[src/sv/cbm_pkg.sv]
package cbm_pkg;

	localparam int unsigned ADDR_W      = 16;
	localparam int unsigned DATA_W      = 8;
	localparam int unsigned TARGET_W    = 3;
	localparam int unsigned OFFSET_W    = 23;
	localparam int unsigned CFG_DATA_W  = 10;
	localparam int unsigned CFG_IDX_W   = 2;

	localparam int unsigned ROM_CNT_W   = 10;
	localparam int unsigned RAM_CNT_W   = 5;
	localparam int unsigned ROM_SEL_W   = 9;
	localparam int unsigned RAM_SEL_W   = 4;

	// remainder unit: dividend is the widest bank select, divisor the widest count
	localparam int unsigned DVD_W       = ROM_SEL_W;
	localparam int unsigned DVS_W       = ROM_CNT_W;
	localparam int unsigned CNT_W       = $clog2(DVD_W + 1);

	localparam logic [CFG_IDX_W-1:0] CFG_ROM_BANK_COUNT = 2'd0;
	localparam logic [CFG_IDX_W-1:0] CFG_RAM_BANK_COUNT = 2'd1;
	localparam logic [CFG_IDX_W-1:0] CFG_RAM_PRESENT    = 2'd2;
	localparam logic [CFG_IDX_W-1:0] CFG_RUMBLE_CART    = 2'd3;

	localparam logic [ROM_CNT_W-1:0] ROM_COUNT_RST  = 10'd2;
	localparam logic [ROM_SEL_W-1:0] ROM_SEL_RST    = 9'd1;
	localparam logic [DATA_W-1:0]    RAM_EN_KEY     = 8'h0A;
	localparam logic [ADDR_W-1:0]    CTRL_LAST_ADDR = 16'h5FFF;

	typedef enum logic [TARGET_W-1:0] {
		TGT_FIXED_ROM = 3'd0,
		TGT_BANK_ROM  = 3'd1,
		TGT_CART_RAM  = 3'd2,
		TGT_RAM_OFF   = 3'd3,
		TGT_CONTROL   = 3'd4,
		TGT_OTHER     = 3'd5
	} cbm_target_t;

	typedef struct packed {
		logic             start;
		logic [DVD_W-1:0] dividend;
		logic [DVS_W-1:0] divisor;
	} cbm_mod_req_t;

	typedef struct packed {
		logic             done;
		logic [DVS_W-1:0] rem;
	} cbm_mod_rsp_t;

endpackage

[src/sv/cbm_if.sv]
interface cbm_in_if;
	logic                          valid;
	logic                          ready;
	logic                          op;
	logic [cbm_pkg::ADDR_W-1:0]    bus_addr;
	logic [cbm_pkg::DATA_W-1:0]    wdata;

	modport source (output valid, output op, output bus_addr, output wdata, input ready);
	modport sink (input valid, input op, input bus_addr, input wdata, output ready);
endinterface

interface cbm_out_if;
	logic                          valid;
	logic                          ready;
	logic [cbm_pkg::TARGET_W-1:0]  target;
	logic [cbm_pkg::OFFSET_W-1:0]  phys_offset;
	logic                          ram_writable;

	modport source (output valid, output target, output phys_offset, output ram_writable,
		input ready);
	modport sink (input valid, input target, input phys_offset, input ram_writable,
		output ready);
endinterface

[src/sv/cbm_mod_unit.sv]
// Restoring remainder, one dividend bit per cycle. A zero divisor yields zero.
module cbm_mod_unit (
	input  logic                  clk,
	input  logic                  arst_n,
	input  cbm_pkg::cbm_mod_req_t req,
	output cbm_pkg::cbm_mod_rsp_t rsp
);

	logic [cbm_pkg::DVD_W-1:0] dvd_q;
	logic [cbm_pkg::DVS_W-1:0] dvs_q;
	logic [cbm_pkg::DVS_W-1:0] rem_q;
	logic [cbm_pkg::CNT_W-1:0] cnt_q;
	logic                      busy_q;
	logic                      done_q;

	logic [cbm_pkg::DVS_W:0]   trial;
	logic [cbm_pkg::DVS_W:0]   diff;
	logic                      take;

	assign trial = {rem_q, dvd_q[cbm_pkg::DVD_W-1]};
	assign diff  = trial - {1'b0, dvs_q};
	assign take  = trial >= {1'b0, dvs_q};

	always_ff @(posedge clk or negedge arst_n) begin
		if (!arst_n) begin
			busy_q <= 1'b0;
			done_q <= 1'b0;
			cnt_q  <= '0;
		end else begin
			done_q <= 1'b0;
			if (req.start) begin
				busy_q <= 1'b1;
				cnt_q  <= cbm_pkg::CNT_W'(cbm_pkg::DVD_W);
			end else if (busy_q) begin
				cnt_q <= cnt_q - cbm_pkg::CNT_W'(1);
				if (cnt_q == cbm_pkg::CNT_W'(1)) begin
					busy_q <= 1'b0;
					done_q <= 1'b1;
				end
			end
		end
	end

	always_ff @(posedge clk) begin
		if (req.start) begin
			dvd_q <= req.dividend;
			dvs_q <= req.divisor;
			rem_q <= '0;
		end else if (busy_q) begin
			dvd_q <= {dvd_q[cbm_pkg::DVD_W-2:0], 1'b0};
			rem_q <= take ? diff[cbm_pkg::DVS_W-1:0] : trial[cbm_pkg::DVS_W-1:0];
		end
	end

	assign rsp.done = done_q;
	assign rsp.rem  = (dvs_q == '0) ? '0 : rem_q;

	a_no_restart: assert property (@(posedge clk) disable iff (!arst_n)
		!(req.start && busy_q))
		else $error("remainder unit restarted while busy");

	a_done_after_busy: assert property (@(posedge clk) disable iff (!arst_n)
		done_q |-> $past(busy_q))
		else $error("done without preceding iteration");

	a_busy_count: assert property (@(posedge clk) disable iff (!arst_n)
		busy_q |-> cnt_q != '0)
		else $error("iteration count ran out while busy");

	a_rem_below: assert property (@(posedge clk) disable iff (!arst_n)
		(done_q && dvs_q != '0) |-> rem_q < dvs_q)
		else $error("remainder not below divisor");

endmodule

[src/sv/cartridge_bank_mapper.sv]
// Bank mapper for a cartridge bus: one CPU access in, one mapping result out.
// in_ch carries op (0 read, 1 write), bus_addr and wdata; out_ch returns
// target, phys_offset and ram_writable. Both use valid/ready; a transfer
// happens on a clock edge with valid and ready high.
// The config port (cfg_we, cfg_index, cfg_wdata) sets bank counts, RAM
// presence and the rumble flag; write it only while no access is in flight.
// Control writes, fixed ROM, unmapped RAM and other addresses pass from the
// input transfer through the finish state into the output register.
// Banked ROM and mapped RAM accesses run the bank select through a shared
// remainder unit that resolves one bit per cycle over 9 bits; the result is
// stored when the unit is done, and the finish state moves it to the output.
// One access is in flight at a time; in_ch.ready is high only while the
// sequencer is idle. A finished result sits in the output register while
// the next access is accepted; if the receiver stalls, the following result
// waits in the sequencer until the output register frees.
// Reset: RAM disabled, ROM bank 1, RAM bank 0, ROM bank count 2, RAM bank
// count 0, no RAM, not a rumble cart; out_ch is empty.
module cartridge_bank_mapper (
	input  logic                             clk,
	input  logic                             arst_n,
	input  logic                             cfg_we,
	input  logic [cbm_pkg::CFG_IDX_W-1:0]    cfg_index,
	input  logic [cbm_pkg::CFG_DATA_W-1:0]   cfg_wdata,
	cbm_in_if.sink                           in_ch,
	cbm_out_if.source                        out_ch
);

	typedef enum logic [2:0] {
		ST_IDLE = 3'b001,
		ST_DIV  = 3'b010,
		ST_FIN  = 3'b100
	} state_t;

	state_t state_q;

	logic [cbm_pkg::ROM_CNT_W-1:0] rom_count_q;
	logic [cbm_pkg::RAM_CNT_W-1:0] ram_count_q;
	logic                          ram_present_q;
	logic                          rumble_q;

	logic                          ram_en_q;
	logic [cbm_pkg::ROM_SEL_W-1:0] rom_sel_q;
	logic [cbm_pkg::RAM_SEL_W-1:0] ram_sel_q;

	logic                          pend_rom_q;
	logic [13:0]                   pend_addr_q;
	cbm_pkg::cbm_target_t          res_target_q;
	logic [cbm_pkg::OFFSET_W-1:0]  res_off_q;

	logic                          out_valid_q;
	cbm_pkg::cbm_target_t          out_target_q;
	logic [cbm_pkg::OFFSET_W-1:0]  out_off_q;

	cbm_pkg::cbm_mod_req_t         mreq;
	cbm_pkg::cbm_mod_rsp_t         mrsp;

	logic                          in_xfer;
	logic                          is_wr;
	logic                          is_ctrl;
	logic                          is_fixed;
	logic                          is_brom;
	logic                          is_ramwin;
	logic                          ram_ok;
	logic                          needs_mod;
	cbm_pkg::cbm_target_t          dec_target;
	logic [cbm_pkg::OFFSET_W-1:0]  dec_off;
	logic [cbm_pkg::OFFSET_W-1:0]  mod_off;
	logic                          out_free;

	assign in_ch.ready = (state_q == ST_IDLE);
	assign in_xfer     = in_ch.valid && in_ch.ready;

	assign is_wr     = in_ch.op;
	assign is_ctrl   = is_wr && (in_ch.bus_addr <= cbm_pkg::CTRL_LAST_ADDR);
	assign is_fixed  = !is_wr && (in_ch.bus_addr[15:14] == 2'b00);
	assign is_brom   = !is_wr && (in_ch.bus_addr[15:14] == 2'b01);
	assign is_ramwin = (in_ch.bus_addr[15:13] == 3'b101);
	assign ram_ok    = ram_en_q && ram_present_q;
	assign needs_mod = !is_ctrl && (is_brom || (is_ramwin && ram_ok));

	always_comb begin
		dec_target = cbm_pkg::TGT_OTHER;
		dec_off    = '0;
		if (is_ctrl) begin
			dec_target = cbm_pkg::TGT_CONTROL;
		end else if (is_fixed) begin
			dec_target = cbm_pkg::TGT_FIXED_ROM;
			dec_off    = cbm_pkg::OFFSET_W'(in_ch.bus_addr[13:0]);
		end else if (is_brom) begin
			dec_target = cbm_pkg::TGT_BANK_ROM;
		end else if (is_ramwin) begin
			dec_target = ram_ok ? cbm_pkg::TGT_CART_RAM : cbm_pkg::TGT_RAM_OFF;
		end
	end

	assign mreq.start    = in_xfer && needs_mod;
	assign mreq.dividend = is_brom ? rom_sel_q : cbm_pkg::DVD_W'(ram_sel_q);
	assign mreq.divisor  = is_brom ? rom_count_q : cbm_pkg::DVS_W'(ram_count_q);

	cbm_mod_unit u_mod (
		.clk    (clk),
		.arst_n (arst_n),
		.req    (mreq),
		.rsp    (mrsp)
	);

	// bank * 0x4000 + low 14 bits, or bank * 0x2000 + low 13 bits
	assign mod_off = pend_rom_q
		? {mrsp.rem[cbm_pkg::ROM_SEL_W-1:0], pend_addr_q}
		: cbm_pkg::OFFSET_W'({mrsp.rem[cbm_pkg::RAM_SEL_W-1:0], pend_addr_q[12:0]});

	assign out_free = !out_valid_q || out_ch.ready;

	always_ff @(posedge clk or negedge arst_n) begin
		if (!arst_n) begin
			state_q <= ST_IDLE;
		end else begin
			case (state_q)
				ST_IDLE: begin
					if (in_xfer) state_q <= needs_mod ? ST_DIV : ST_FIN;
				end
				ST_DIV: begin
					if (mrsp.done) state_q <= ST_FIN;
				end
				ST_FIN: begin
					if (out_free) state_q <= ST_IDLE;
				end
				default: state_q <= ST_IDLE;
			endcase
		end
	end

	always_ff @(posedge clk or negedge arst_n) begin
		if (!arst_n) begin
			rom_count_q   <= cbm_pkg::ROM_COUNT_RST;
			ram_count_q   <= '0;
			ram_present_q <= 1'b0;
			rumble_q      <= 1'b0;
		end else if (cfg_we) begin
			case (cfg_index)
				cbm_pkg::CFG_ROM_BANK_COUNT: rom_count_q <= cfg_wdata;
				cbm_pkg::CFG_RAM_BANK_COUNT: ram_count_q <= cfg_wdata[cbm_pkg::RAM_CNT_W-1:0];
				cbm_pkg::CFG_RAM_PRESENT:    ram_present_q <= cfg_wdata[0];
				cbm_pkg::CFG_RUMBLE_CART:    rumble_q <= cfg_wdata[0];
				default: ;
			endcase
		end
	end

	// mapper control registers, written by bus writes below 0x6000
	always_ff @(posedge clk or negedge arst_n) begin
		if (!arst_n) begin
			ram_en_q  <= 1'b0;
			rom_sel_q <= cbm_pkg::ROM_SEL_RST;
			ram_sel_q <= '0;
		end else if (in_xfer && is_ctrl) begin
			case (in_ch.bus_addr[14:12])
				3'd0, 3'd1: ram_en_q <= (in_ch.wdata == cbm_pkg::RAM_EN_KEY);
				3'd2:       rom_sel_q[7:0] <= in_ch.wdata;
				3'd3:       rom_sel_q[8] <= in_ch.wdata[0];
				default: begin
					ram_sel_q <= rumble_q ? {1'b0, in_ch.wdata[2:0]} : in_ch.wdata[3:0];
				end
			endcase
		end
	end

	always_ff @(posedge clk) begin
		if (in_xfer) begin
			pend_rom_q   <= is_brom;
			pend_addr_q  <= in_ch.bus_addr[13:0];
			res_target_q <= dec_target;
			res_off_q    <= dec_off;
		end else if (state_q == ST_DIV && mrsp.done) begin
			res_off_q <= mod_off;
		end
	end

	always_ff @(posedge clk or negedge arst_n) begin
		if (!arst_n) begin
			out_valid_q <= 1'b0;
		end else if (state_q == ST_FIN && out_free) begin
			out_valid_q <= 1'b1;
		end else if (out_ch.ready) begin
			out_valid_q <= 1'b0;
		end
	end

	always_ff @(posedge clk) begin
		if (state_q == ST_FIN && out_free) begin
			out_target_q <= res_target_q;
			out_off_q    <= res_off_q;
		end
	end

	assign out_ch.valid        = out_valid_q;
	assign out_ch.target       = out_target_q;
	assign out_ch.phys_offset  = out_off_q;
	assign out_ch.ram_writable = (out_target_q == cbm_pkg::TGT_CART_RAM);

endmodule

[src/flat_wrapper.sv]
// flat-port wrapper written by rule: the top's interface ports become plain ports
module cartridge_bank_mapper_flat 
  (clk, arst_n, cfg_we, cfg_index, cfg_wdata, in_ch_valid, in_ch_op, in_ch_bus_addr, in_ch_wdata, in_ch_ready, out_ch_valid, out_ch_target, out_ch_phys_offset, out_ch_ram_writable, out_ch_ready);
  cbm_in_if in_ch_i ();
  cbm_out_if out_ch_i ();
  input  logic clk;
  input  logic arst_n;
  input  logic cfg_we;
  input  logic [cbm_pkg::CFG_IDX_W-1:0] cfg_index;
  input  logic [cbm_pkg::CFG_DATA_W-1:0] cfg_wdata;
  input wire logic [$bits(in_ch_i.valid)-1:0] in_ch_valid;
  input wire logic [$bits(in_ch_i.op)-1:0] in_ch_op;
  input wire logic [$bits(in_ch_i.bus_addr)-1:0] in_ch_bus_addr;
  input wire logic [$bits(in_ch_i.wdata)-1:0] in_ch_wdata;
  output wire logic [$bits(in_ch_i.ready)-1:0] in_ch_ready;
  output wire logic [$bits(out_ch_i.valid)-1:0] out_ch_valid;
  output wire logic [$bits(out_ch_i.target)-1:0] out_ch_target;
  output wire logic [$bits(out_ch_i.phys_offset)-1:0] out_ch_phys_offset;
  output wire logic [$bits(out_ch_i.ram_writable)-1:0] out_ch_ram_writable;
  input wire logic [$bits(out_ch_i.ready)-1:0] out_ch_ready;
  assign in_ch_i.valid = in_ch_valid;
  assign in_ch_i.op = in_ch_op;
  assign in_ch_i.bus_addr = in_ch_bus_addr;
  assign in_ch_i.wdata = in_ch_wdata;
  assign in_ch_ready = in_ch_i.ready;
  assign out_ch_valid = out_ch_i.valid;
  assign out_ch_target = out_ch_i.target;
  assign out_ch_phys_offset = out_ch_i.phys_offset;
  assign out_ch_ram_writable = out_ch_i.ram_writable;
  assign out_ch_i.ready = out_ch_ready;
  cartridge_bank_mapper u_core (.clk(clk), .arst_n(arst_n), .cfg_we(cfg_we), .cfg_index(cfg_index), .cfg_wdata(cfg_wdata), .in_ch(in_ch_i), .out_ch(out_ch_i));
endmodule
[config.mk]
export PLATFORM = sky130hd
export DESIGN_NAME = cartridge_bank_mapper_flat
export DESIGN_NICKNAME = d
export VERILOG_FILES = /design/src/sv/cbm_pkg.sv /design/src/sv/cbm_if.sv /design/src/sv/cbm_mod_unit.sv /design/src/sv/cartridge_bank_mapper.sv /design/src/flat_wrapper.sv
export SDC_FILE = /design/constraint.sdc
export NUM_CORES = 1
export LEC_CHECK = 0
export ABC_CLOCK_PERIOD_IN_PS = 2330
export BUFFER_PORTS_ARGS = -buffer_cell sky130_fd_sc_hd__buf_2
export CORE_MARGIN = 2
export CORE_UTILIZATION = 25
export CTS_CLUSTER_SIZE = 8
export DETAILED_ROUTE_END_ITERATION = 6
export GPL_TIMING_DRIVEN = 1
export SLEW_MARGIN = 20
export SYNTH_ARGS = -nofsm -noshare
export SYNTH_HDL_FRONTEND = slang
export SYNTH_SLANG_ARGS = --single-unit
[constraint.sdc]
create_clock -name clk -period 2.33 [get_ports clk]
set_input_delay 0.466 -clock clk [delete_from_list [all_inputs] [get_ports clk]]
set_output_delay 0.466 -clock clk [all_outputs]
set_load 0.005 [all_outputs]
# --- Yosys cells after proc, flatten, opt, wreduce, memory -nomap -nowiden ---
# Index checks and enable logic that the tools add are counted.
totals:
  regBits: 137
  input_bits: 42
  out_inout_bits: 29
op_classes:
  n_addsub: 2
  magnitude_cmp: 2
  eq_ne: 17
  muxes: 31
  bitwise: 2
  reduce_logical: 36
ops:
  columns: ["op", "count"]
  rows:
  - ["$mux 23", 3]
  - ["$mux 9", 4]
  - ["$mux 14", 2]
  - ["$mux 3", 7]
  - ["$le 16x15->1 const B", 1]
  - ["$reduce_and 2->1", 8]
  - ["$eq 3x2->1 const B", 4]
  - ["$mux 4", 3]
  - ["$ge 11x10->1", 1]
  - ["$logic_and 1x1->1", 11]
  - ["$logic_not 10->1", 1]
  - ["$mux 10", 1]
  - ["$sub 10x10->10", 1]
  - ["$mux 1", 9]
  - ["$pmux 3 s3", 1]
  - ["$eq 8x4->1 const B", 1]
  - ["$reduce_or 4->1", 2]
  - ["$eq 3x1->1 const B", 2]
  - ["$eq 3x3->1 const B", 2]
  - ["$reduce_bool 2->1", 3]
  - ["$mux 5", 1]
  - ["$eq 2x1->1 const B", 2]
  - ["$eq 2x2->1 const B", 2]
  - ["$eq 4x1->1 const B", 1]
  - ["other kinds (10)", 17]

# --- Longest topological paths before layout ---
# Gate-level depths: netlist of run 1.
logic_depth:
  ltp_word: 7
  ltp_mapped: 10
  mapped_depth_nobuf: 10

# --- Cells and area by module ---
# A second synthesis of run 1 with hierarchy kept.
unflattened:
  cells_unflattened: 427
  area_unflattened_um2: 6063.3
by_module_without_submodules:
  columns: ["mod", "instances", "cells_per_inst", "area_per_inst_um2", "seq_area_each_um2"]
  rows:
  - ["cartridge_bank_mapper", 1, 238, 4025.1, 2891.5]
  - ["cbm_mod_unit", 1, 189, 2038.2, 920.9]

# --- Worst setup path before layout of run 1 ---
# OpenSTA, ideal clock, no wires.
synth_path:
  kind: "register to register"
  start: "reg u_core.state_q[1]"
  end: "reg u_core.out_off_q (netlist bit u_core.out_ch.phys_offset[0]) (enable)"
  setup_time_ns: 0.409
  arrival_ns: 1.959
  t_required_ns: 1.921
  slack_ns: -0.037
  path_stages_with_launch: 4
  n_path_buf: 1
  cell_sequence: "dfrtp_1 -> buf_6 -> or3_1 -> nor2_1"
synth_between:
  elab_chain_cells: 2
synth_lines:
  columns: ["item", "line", "text"]
  rows:
  - ["start: declaration", "cartridge_bank_mapper.sv:34", "state_t state_q;"]
  - ["start signal: assignment", "cartridge_bank_mapper.sv:120", "if (in_xfer) state_q <= needs_mod ? ST_DIV : ST_FIN;"]
  - ["$eq 3x3->1", "cartridge_bank_mapper.sv:190", "if (state_q == ST_FIN && out_free) begin"]
  - ["$logic_and 1x1->1", "cartridge_bank_mapper.sv:190", null]
  - ["end signal: assignment", "cartridge_bank_mapper.sv:192", "out_off_q <= res_off_q;"]
  - ["end: declaration", "cartridge_bank_mapper.sv:52", "logic [cbm_pkg::OFFSET_W-1:0] out_off_q;"]
# Every way passes these cells.
# A chain may end at the register's enable or synchronous reset.

# --- Final worst setup path of run 1 ---
layout_path:
  start: "reg u_core.u_mod.dvs_q[4] (netlist name)"
  end: "reg u_core.u_mod.rem_q[7] (netlist name)"
layout_between:
  elab_chain_cells: 2
  word_cells_on_any_way: 3
layout_lines:
  columns: ["item", "line", "text"]
  rows:
  - ["start: declaration", "cbm_mod_unit.sv:10", "logic [cbm_pkg::DVS_W-1:0] dvs_q;"]
  - ["start signal: assignment", "cbm_mod_unit.sv:47", "dvs_q <= req.divisor;"]
  - ["$sub 10x10->10 / $ge 11x10->1 (equally long branches)", "cbm_mod_unit.sv:21, cbm_mod_unit.sv:22", null]
  - ["$mux 10 (*)", "cbm_mod_unit.sv:51", "rem_q <= take ? diff[cbm_pkg::DVS_W-1:0] : trial[cbm_pkg::DVS_W-1:0];"]
  - ["end signal: assignment", "cbm_mod_unit.sv:51", null]
  - ["end: declaration", "cbm_mod_unit.sv:11", "logic [cbm_pkg::DVS_W-1:0] rem_q;"]
# Every way passes the cells marked *; elsewhere a longest branch is shown, timed or not.

==> results of run 1 <==
## power by group
group | internal, mW | switching (mW) | leakage (nW)
clock network | 1.68 | 1.01 | 0.304
registers | 3.24 | 0.277 | 1.39
logic | 0.990 | 1.12 | 1.32
total | 5.91 | 2.41 | 3.01
## timing repair
item                       in CTS  in global routing
resized for setup               0                  3
setup endpoints to repair       0                  7
hold endpoints to repair        0                  0
hold buffers                    0                  0
## cells by family (layout without fill, tap and decap cells)
kind of cell,count (synthesis),in the layout,synth area share (%)
AOI/OAI and AO/OA,70,70,8.21
xor gates and xnor gates,8,8,1.19
adders and majority gates,13,13,2.88
buffers and inverters,39,147,2.97
DFF,137,137,64.6
muxes,47,47,9.22
and+or+nand+nor,117,117,10.9
## state kept, by name, indices dropped and copies added (netlist names), 3 cells and up
name	flops
u_core.u_mod.dvs_q	10
u_core.pend_addr_q	14
u_core.u_mod.cnt_q	4
u_core.state_q	3
u_core.u_mod.rem_q	10
u_core.out_ch.target	3
u_core.out_ch.phys_offset	23
u_core.res_target_q	3
u_core.rom_sel_q	9
u_core.res_off_q	23
u_core.ram_sel_q	4
u_core.rom_count_q	10
u_core.ram_count_q	5
u_core.u_mod.dvd_q	9
## worst paths after layout
check                                                               to                            start  depth (start not counted)  slack [ns]
worst max-delay path                u_core.u_mod.rem_q[7]$_SDFFE_PP0P_  u_core.u_mod.dvs_q[4]$_DFFE_PP_                          8        0.14
worst min-delay path                 u_core.rom_count_q[6]$_DFFE_PN0P_                           arst_n                          1        0.01
worst max register to register      u_core.u_mod.rem_q[7]$_SDFFE_PP0P_  u_core.u_mod.dvs_q[4]$_DFFE_PP_                          8        0.14
worst min register to register  u_core.out_ch.phys_offset[9]$_DFFE_PP_    u_core.res_off_q[9]$_DFFE_PP_                          0        0.42
max in group asynchronous                u_core.state_q[0]$_DFFE_PN1P_                           arst_n                          2        1.73
min in group clk                       u_core.pend_addr_q[6]$_DFFE_PP_                in_ch_bus_addr[6]                          1        0.24
## metal layers
metal	wire length (um)	GRT usage, %	share of wire (%)
met5	0	0	0
met4	164	3.85	1.4
met1	5730	13.4	49
met2	5100	15.1	43
met3	770	4.00	6.5
## worst max-delay path: cells and delay by family, from the launching register on
kind	cells	cell delay, ns
simple gates	2	0.41
fa+ha+maj	1	0.30
flops	1	0.38
buf+inv	2	0.28
compound gates	3	0.76
## through the flow
| stage | total power [mW] | area, um2 | TNS [ns] | cells | utilization [%] |
|---|---|---|---|---|---|
| finish | 8.32 | 7380 | 0 | 858 | 31.6 |
| floorplan | 4.99 | 5900 | 0 | 431 | - |
| detailed placement | 5.65 | 6750 | 0 | 826 | 28.9 |
| global placement | 5.60 | 6750 | 0 | 826 | 28.9 |
| global route | 8.82 | 7380 | -0.0175 | 858 | 31.6 |
| CTS | 8.37 | 7360 | 0 | 858 | 31.5 |
## cell usage in the layout, fill, tap and decap left out, types with 4 or more instances in the layout
cell and n:
nor3_1 5, nand3_1 12, o21ai_0 19, a21oi_1 15, mux2_2 27, nand2_1 31
mux2i_1 12, xor2_1 4, inv_1 20, nor2_1 20, dfrtp_1 38, mux2_4 8
a31oi_1 4, buf_4 21, nor4_1 5, and3_1 6, nand2b_1 8, xnor2_1 4
and2_1 8, buf_2 70, clkbuf_16 22, dfxtp_1 10, edfxtp_1 86, ha_1 11
a22o_1 13
## final cells by class
type / instances / area [um2]
Clock buffer: 25 / 562
Clock inverter: 7 / 47.5
Sequential cell: 137 / 3810
Timing Repair Buffer: 92 / 528
Multi-Input combinational cell: 255 / 1950
Inverter: 23 / 86.3
Fill cell: 2326 / 16000
Tap cell: 319 / 399
==> flow_metrics.tcl, run 1 <==
set metrics [dict create \
    die_w_um 158 \
    cts_tree "built" \
    dp_hpwl_um 8450 \
    h-tree-depth 4 \
    clock_path_buffers 2 \
    synth_edf_count 86 \
    grt_max_degree 27 \
    status "completed" \
    drive_gt1_share_pct 32.7 \
    drt-total-wl_um 11800 \
    gp_congestion 0.785 \
    ys.flop_type "edfxtp_1" \
    antenna_found_initial 0 \
    synth.top_cells.by_area "edfxtp_1, dfrtp_1, mux2_2" \
    power-per-cell-area_nw_per_um2 1130 \
    yosysTopAreaCell "edfxtp_1" \
    fmax_mhz 456 \
    worst_path_largest_cell_delay_ns 0.42 \
    rows 56 \
    setup_viol 0 \
    cap_violations 0 \
    min_period_ns 2.19 \
    drtIter0Drc 195 \
    cp_cell_sequence "inv_1, ha_2, and2_1, o41ai_4, a41oi_2, buf_4, or2_0, a31oi_1" \
    worst_slew_pin_slew_ns 0.538 \
    cts_buffers 17 \
    async_reset_ff_share_pct 29.9 \
    avgViaCountPerCell 4.18 \
    clock-skew-final_ns 0.00878 \
    max_slew_margin_pct 63.8 \
    cp-start-kind "register" \
    required_ns 2.67 \
    insertion_delay_ns 0.42 \
    initial_core_util_pct 25.3 \
    ir_drop_mv 0.477 \
    area_growth_pct 25.1 \
    dp_worst_setup_slack_ns 0.0951 \
    drc 0 \
    path_clk_slew_ns 0.06 \
    core_area_um2 23300 \
    synth_area_um2 5900 \
    endpoint_kind "register" \
    drt_first_pass_iters 4 \
    p_leak_nw 3.01 \
    synth_cells 431 \
    fin_crit_sh_pct 94.1 \
    cts_sinks 137 \
    die_area_um2 24800 \
    die_y_um 158 \
    grt_pass1_vias 3633 \
    hold_viol_final 0 \
    diodes 0 \
    numPortBuffers 70 \
    synth.most_common_cell "edfxtp_1" \
    ys.warnings.count 0 \
    antenna_left 0 \
    grt.total_usage_pct 10.2 \
    synth_top_area_share_pct 43.8 \
    ys_ff_latch 137 \
    syn_avg_cell_area_um2 13.7 \
    overflow 0 \
    timing.hold.ws_ns 0.0126 \
    slowest_stage "o41ai_4" \
    ys_seq_area_share_pct 64.6 \
    hp-class "input port to async pin" \
    syn_nets 486 \
    critPathMaxFanout 9 \
    yosys-top-cells-count "edfxtp_1, dfrtp_1, nand2_1" \
    nets 581 \
    fin_ws_ns 0.138 \
    cp.arrival_ns 2.54 \
    path_class "register to register" \
    grt_pass1_wl_um 19100 \
    wl_per_cell_um 13.7 \
    post_cts_buffers 0 \
    via_count 3590 \
    slew_violations 0 \
    ios 71 \
    ys_types 58 \
    root_buffer "clkbuf_16" \
]
Power figures use the tool's default switching activity.
==> run 2: changes to the inputs <==
==> constraint.sdc (replaced) <==
create_clock -name clk -period 2.33 [get_ports clk]
set_input_delay 0.233 -clock clk [delete_from_list [all_inputs] [get_ports clk]]
set_output_delay 0.233 -clock clk [all_outputs]
set_load 0.005 [all_outputs]
==> flow_metrics.tcl, run 2 (synthesis results as in run 1) <==
set metrics [dict create \
    status "completed" \
    overflow 0 \
    hold_viol_final 0 \
    grt_pass1_vias 3644 \
    cp-startpoint "u_core.u_mod.dvs_q[4]$_DFFE_PP_" \
    final_core_util_pct 31.9 \
    cpMostUsedCell "buf_4" \
    dp_worst_setup_slack_ns 0.0924 \
    final_cell_mix "edfxtp_1, buf_2, dfrtp_1" \
    max_slew_margin_pct 67.0 \
    cts_tree "built" \
    antenna_found_initial 0 \
    drtIter0Drc 194 \
    h-tree-depth 4 \
    area_growth_pct 26.0 \
    clock_path_buffers 2 \
    cts_sinks 137 \
    slew_violations 0 \
    min_period_ns 2.23 \
    diodes 0 \
    grt_max_degree 25 \
    grt.total_usage_pct 10.2 \
    endpoint_kind "register" \
    die_area_um2 24800 \
    drc 0 \
    hold_start "in_ch_bus_addr[10]" \
    avgViaCountPerCell 4.19 \
    die_y_um 158 \
    whs_path_depth 1 \
    fmax_mhz 448 \
    ir_drop_mv 0.559 \
    nFillCells 2327 \
    grt_pass1_wl_um 19100 \
    worst_path_largest_cell_delay_ns 0.41 \
    numPortBuffers 70 \
    nets 591 \
    cts_buffers 17 \
    core_area_um2 23300 \
    initial_core_util_pct 25.3 \
    via_count 3638 \
    clock-skew-final_ns 0.00888 \
    fin_ws_ns 0.0985 \
    required_ns 2.63 \
    fin_area_um2 7430 \
    cp.arrival_ns 2.53 \
    path_clk_slew_ns 0.06 \
    wl_per_cell_um 13.6 \
    worst_slew_pin_slew_ns 0.489 \
    antenna_left 0 \
    ios 71 \
    insertion_delay_ns 0.42 \
    rr_startpoint "u_core.u_mod.dvs_q[4]$_DFFE_PP_" \
    rsz0062_at_grt "yes" \
    critPathMaxFanout 6 \
    path_class "register to register" \
    placed_area_um2 6740 \
    dp_hpwl_um 8380 \
    drive_gt1_share_pct 32.4 \
    setup-tns-final_ns 0 \
    final-seq-area_um2 3810 \
    setup_viol 0 \
    rows 56 \
    cap_violations 0 \
    cp-start-kind "register" \
    drt_first_pass_iters 4 \
    root_buffer "clkbuf_16" \
    fin_crit_sh_pct 95.8 \
    cp_cell_sequence "inv_1, ha_2, and2_1, o41ai_4, a41oi_2, buf_4, buf_4, mux2i_1, a21oi_1" \
    die_w_um 158 \
    power-per-cell-area_nw_per_um2 1110 \
    p_leak_nw 3.03 \
    rr_worst_depth 9 \
    multiInputGateArea_um2 1950 \
    gp_congestion 0.816 \
    power_mw 8.27 \
    layout_commonest_cell "edfxtp_1" \
    hp-class "input port to register" \
    slowest_stage "o41ai_4" \
    drt-total-wl_um 11800 \
]
## run 2: per-stage QoR
step                      instances  hold slack, ns
after floorplan                 431         -0.0626
after global placement          825           0.203
after detailed placement        825           0.205
after CTS                       865         0.00176
after global routing            868         0.00207
final                           868          0.0185
## run 2: timing repair
item                                    4_1_cts  5_1_grt
gates resized for setup                       0        5
hold buffers                                  8        0
endpoints found under the setup margin        0        4
hold endpoints to repair                     24        0
setup buffers                                 0        2
## run 2: worst paths after layout
path | end | slack, ns
max in group asynchronous | u_core.state_q[0]$_DFFE_PN1P_ | 1.31
min in group asynchronous | u_core.rom_count_q[5]$_DFFE_PN0P_ | 0.28
setup / recovery | u_core.u_mod.rem_q[1]$_SDFFE_PP0P_ | 0.1
hold / removal | u_core.pend_addr_q[10]$_DFFE_PP_ | 0.02
hold reg to reg | u_core.out_ch.phys_offset[13]$_DFFE_PP_ | 0.42
setup reg to reg | u_core.u_mod.rem_q[1]$_SDFFE_PP0P_ | 0.1
## run 2: cell type report
| type | instances | area share, % |
|---|---|---|
| repair buffers | 102 | 8.35 |
| inverters | 23 | 1.16 |
| clock buffers | 23 | 6.45 |
| multi-input cells | 255 | 26.2 |
| well taps | 319 | 5.37 |
| clock inverters | 9 | 1.14 |
| flip-flops and latches | 137 | 51.3 |
## run 2: where the power goes
part           switching, mW  internal [mW]  leakage (nW)
clock                   1.01           1.56         0.282
sequential             0.276           3.24          1.39
combinational           1.15           1.03          1.36
## run 2: metal layers
metal | part of all wire (%) | vias to the layer above | track usage (%)
li1 | - | 1800 | -
met2 | 44 | 85 | 15.0
met3 | 4.8 | 13 | 3.09
met4 | 1.6 | 0 | 5.06
met1 | 49 | 1740 | 13.6
met5 | 0 | - | 0
## run 2: critical path: cells and delay by family (launching register included)
kind	cells	cell delay [ns]
and+or+nand+nor	1	0.20
adders and majority gates	1	0.31
AOI/OAI and AO/OA	3	0.67
muxes	1	0.14
DFF	1	0.38
buffers and inverters	3	0.42
==> run 3: changes to the inputs <==
--- a/config.mk
+++ b/config.mk
@@ -8,10 +8,11 @@
 export ABC_CLOCK_PERIOD_IN_PS = 2330
 export BUFFER_PORTS_ARGS = -buffer_cell sky130_fd_sc_hd__buf_2
 export CORE_MARGIN = 2
-export CORE_UTILIZATION = 25
+export CORE_UTILIZATION = 52
 export CTS_CLUSTER_SIZE = 8
 export DETAILED_ROUTE_END_ITERATION = 6
 export GPL_TIMING_DRIVEN = 1
+export PLACE_DENSITY = 0.75
 export SLEW_MARGIN = 20
 export SYNTH_ARGS = -nofsm -noshare
 export SYNTH_HDL_FRONTEND = slang
==> flow_metrics.tcl, run 3 (synthesis results as in run 1) <==
set metrics [dict create \
    status "completed" \
    power_mw 8.03 \
    cts_sinks 137 \
    hold_start "in_ch_bus_addr[4]" \
    initial_core_util_pct 54.0 \
    path_buf_inv 2 \
    post_cts_buffers 0 \
    path_clk_slew_ns 0.06 \
    drt-total-wl_um 10300 \
    grt_max_degree 42 \
    slowest_stage "o41ai_2" \
    cts_buffers 17 \
    nFillCells 812 \
    fin_area_um2 7030 \
    rr_startpoint "u_core.u_mod.dvs_q[4]$_DFFE_PP_" \
    antenna_left 0 \
    drt_first_pass_iters 4 \
    clock-skew-final_ns 0.0106 \
    worst_slew_pin_slew_ns 0.913 \
    rows 38 \
    area_growth_pct 19.1 \
    hp-class "input port to register" \
    cp.arrival_ns 2.57 \
    dp_worst_setup_slack_ns 0.0894 \
    die_y_um 111 \
    worst_path_largest_cell_delay_ns 0.40 \
    via_count 3628 \
    max_slew_margin_pct 39.1 \
    cp_cell_sequence "inv_1, ha_2, and2_1, o41ai_2, a41oi_1, buf_4, mux2_2, a21oi_1" \
    insertion_delay_ns 0.41 \
    dp_hpwl_um 7150 \
    cpLargestDelayFamily "compound AO/OA/AOI/OAI gates" \
    drtIter0Drc 200 \
    hold_viol_final 0 \
    cp-start-kind "register" \
    critPathMaxFanout 12 \
    setup-tns-final_ns 0 \
    placed_area_um2 6450 \
    root_buffer "clkbuf_16" \
    nets 574 \
    grt_pass1_wl_um 17400 \
    rsz0062_at_grt "no" \
    setup_viol 0 \
    wl_per_cell_um 15.3 \
    numPortBuffers 70 \
    met3_length_um 563 \
    drc 0 \
    power-per-cell-area_nw_per_um2 1140 \
    endpoint_kind "register" \
    slew_violations 0 \
    grt_pass1_vias 3644 \
    ios 71 \
    cap_violations 0 \
    core_area_um2 10900 \
    antenna_found_initial 0 \
    h-tree-depth 4 \
    final_cell_mix "edfxtp_1, buf_2, dfrtp_1" \
    diodes 0 \
    cp-startpoint "u_core.u_mod.dvs_q[4]$_DFFE_PP_" \
    highest-signal-layer "met4" \
    required_ns 2.67 \
    drive_gt1_share_pct 31.2 \
    ir_drop_mv 0.680 \
    fmax_mhz 449 \
    wl_met1_um 4550 \
    fin_crit_sh_pct 95.5 \
    die_area_um2 12200 \
    die_w_um 111 \
    wl_met2_um 4990 \
    clock_path_buffers 2 \
    p_leak_nw 2.93 \
    layout_commonest_cell "edfxtp_1" \
    grt.total_usage_pct 17.7 \
    gp_congestion 0.868 \
    path_class "register to register" \
    overflow 0 \
    min_period_ns 2.23 \
    avgViaCountPerCell 5.40 \
    fin_ws_ns 0.104 \
    cts_tree "built" \
]
run 3: cell types whose count changed in the layout (fill, tap and decap cells not counted), moves of 2 or more:
| cell | before | now |
|---|---|---|
| dlygate4sd3_1 | 8 | 1 |
| clkinvlp_4 | 0 | 4 |
| inv_4 | 3 | 0 |
| clkinv_1 | 1 | 3 |
| buf_4 | 22 | 14 |
| clkbuf_1 | 4 | 2 |
run 3: path summary, 6_finish.rpt:
check | to | slack (ns) | depth (start not counted)
setup / recovery | u_core.u_mod.rem_q[0]$_SDFFE_PP0P_ | 0.10 | 8
hold / removal | u_core.pend_addr_q[4]$_DFFE_PP_ | 0.03 | 1
setup reg to reg | u_core.u_mod.rem_q[0]$_SDFFE_PP0P_ | 0.10 | 8
hold reg to reg | u_core.out_ch.phys_offset[0]$_DFFE_PP_ | 0.42 | 0
max in group asynchronous | u_core.rom_sel_q[6]$_DFFE_PN0P_ | 1.25 | 2
min in group asynchronous | u_core.rom_count_q[6]$_DFFE_PN0P_ | 0.49 | 2
run 3: stage by stage:
step           hold WS [ns]  util [%]  cells
6_report             0.0255      64.3    672
5_1_grt              0.0102      64.3    672
4_1_cts             0.00892      64.3    672
3_5_place_dp          0.405      59.0    639
3_3_place_gp          0.400      59.0    639
2_1_floorplan       -0.0626         -    431
run 3: layer usage:
metal  global-route usage (%)  vias to the layer above
met5                        0                        -
met4                     7.92                        0
met3                     4.12                       12
met2                     28.6                      113
met1                     23.0                     1731
li1                         -                     1772
run 3: cell type report:
| type | count | area [um2] | share of cell area (%) |
|---|---|---|---|
| clock buffer | 19 | 433 | 6.16 |
| multi-input combinational | 255 | 1930 | 27.4 |
| tap | 140 | 175 | 2.49 |
| sequential | 137 | 3810 | 54.2 |
| inverter | 23 | 86.3 | 1.23 |
| timing repair buffer | 85 | 465 | 6.62 |
| clock inverter | 13 | 130 | 1.85 |
run 3: power breakdown:
part / switching [mW] / leakage (nW) / internal [mW]
clock: 0.971 / 0.264 / 1.56
sequential: 0.286 / 1.39 / 3.24
combinational: 1.06 / 1.27 / 0.914
run 3: timing repair:
item                                    4_1_cts  5_1_grt
endpoints found under the setup margin        0        2
hold buffers                                  1        0
resized for setup                             0        1
endpoints found under the hold margin        38        0
run 3: worst register-to-register path, cell delays in order (launching register included):
cell and delay, ns:
edfxtp_1 0.38, inv_1 0.09, ha_2 0.31, and2_1 0.18, o41ai_2 0.40, a41oi_1 0.16
buf_4 0.22, mux2_2 0.29, a21oi_1 0.13
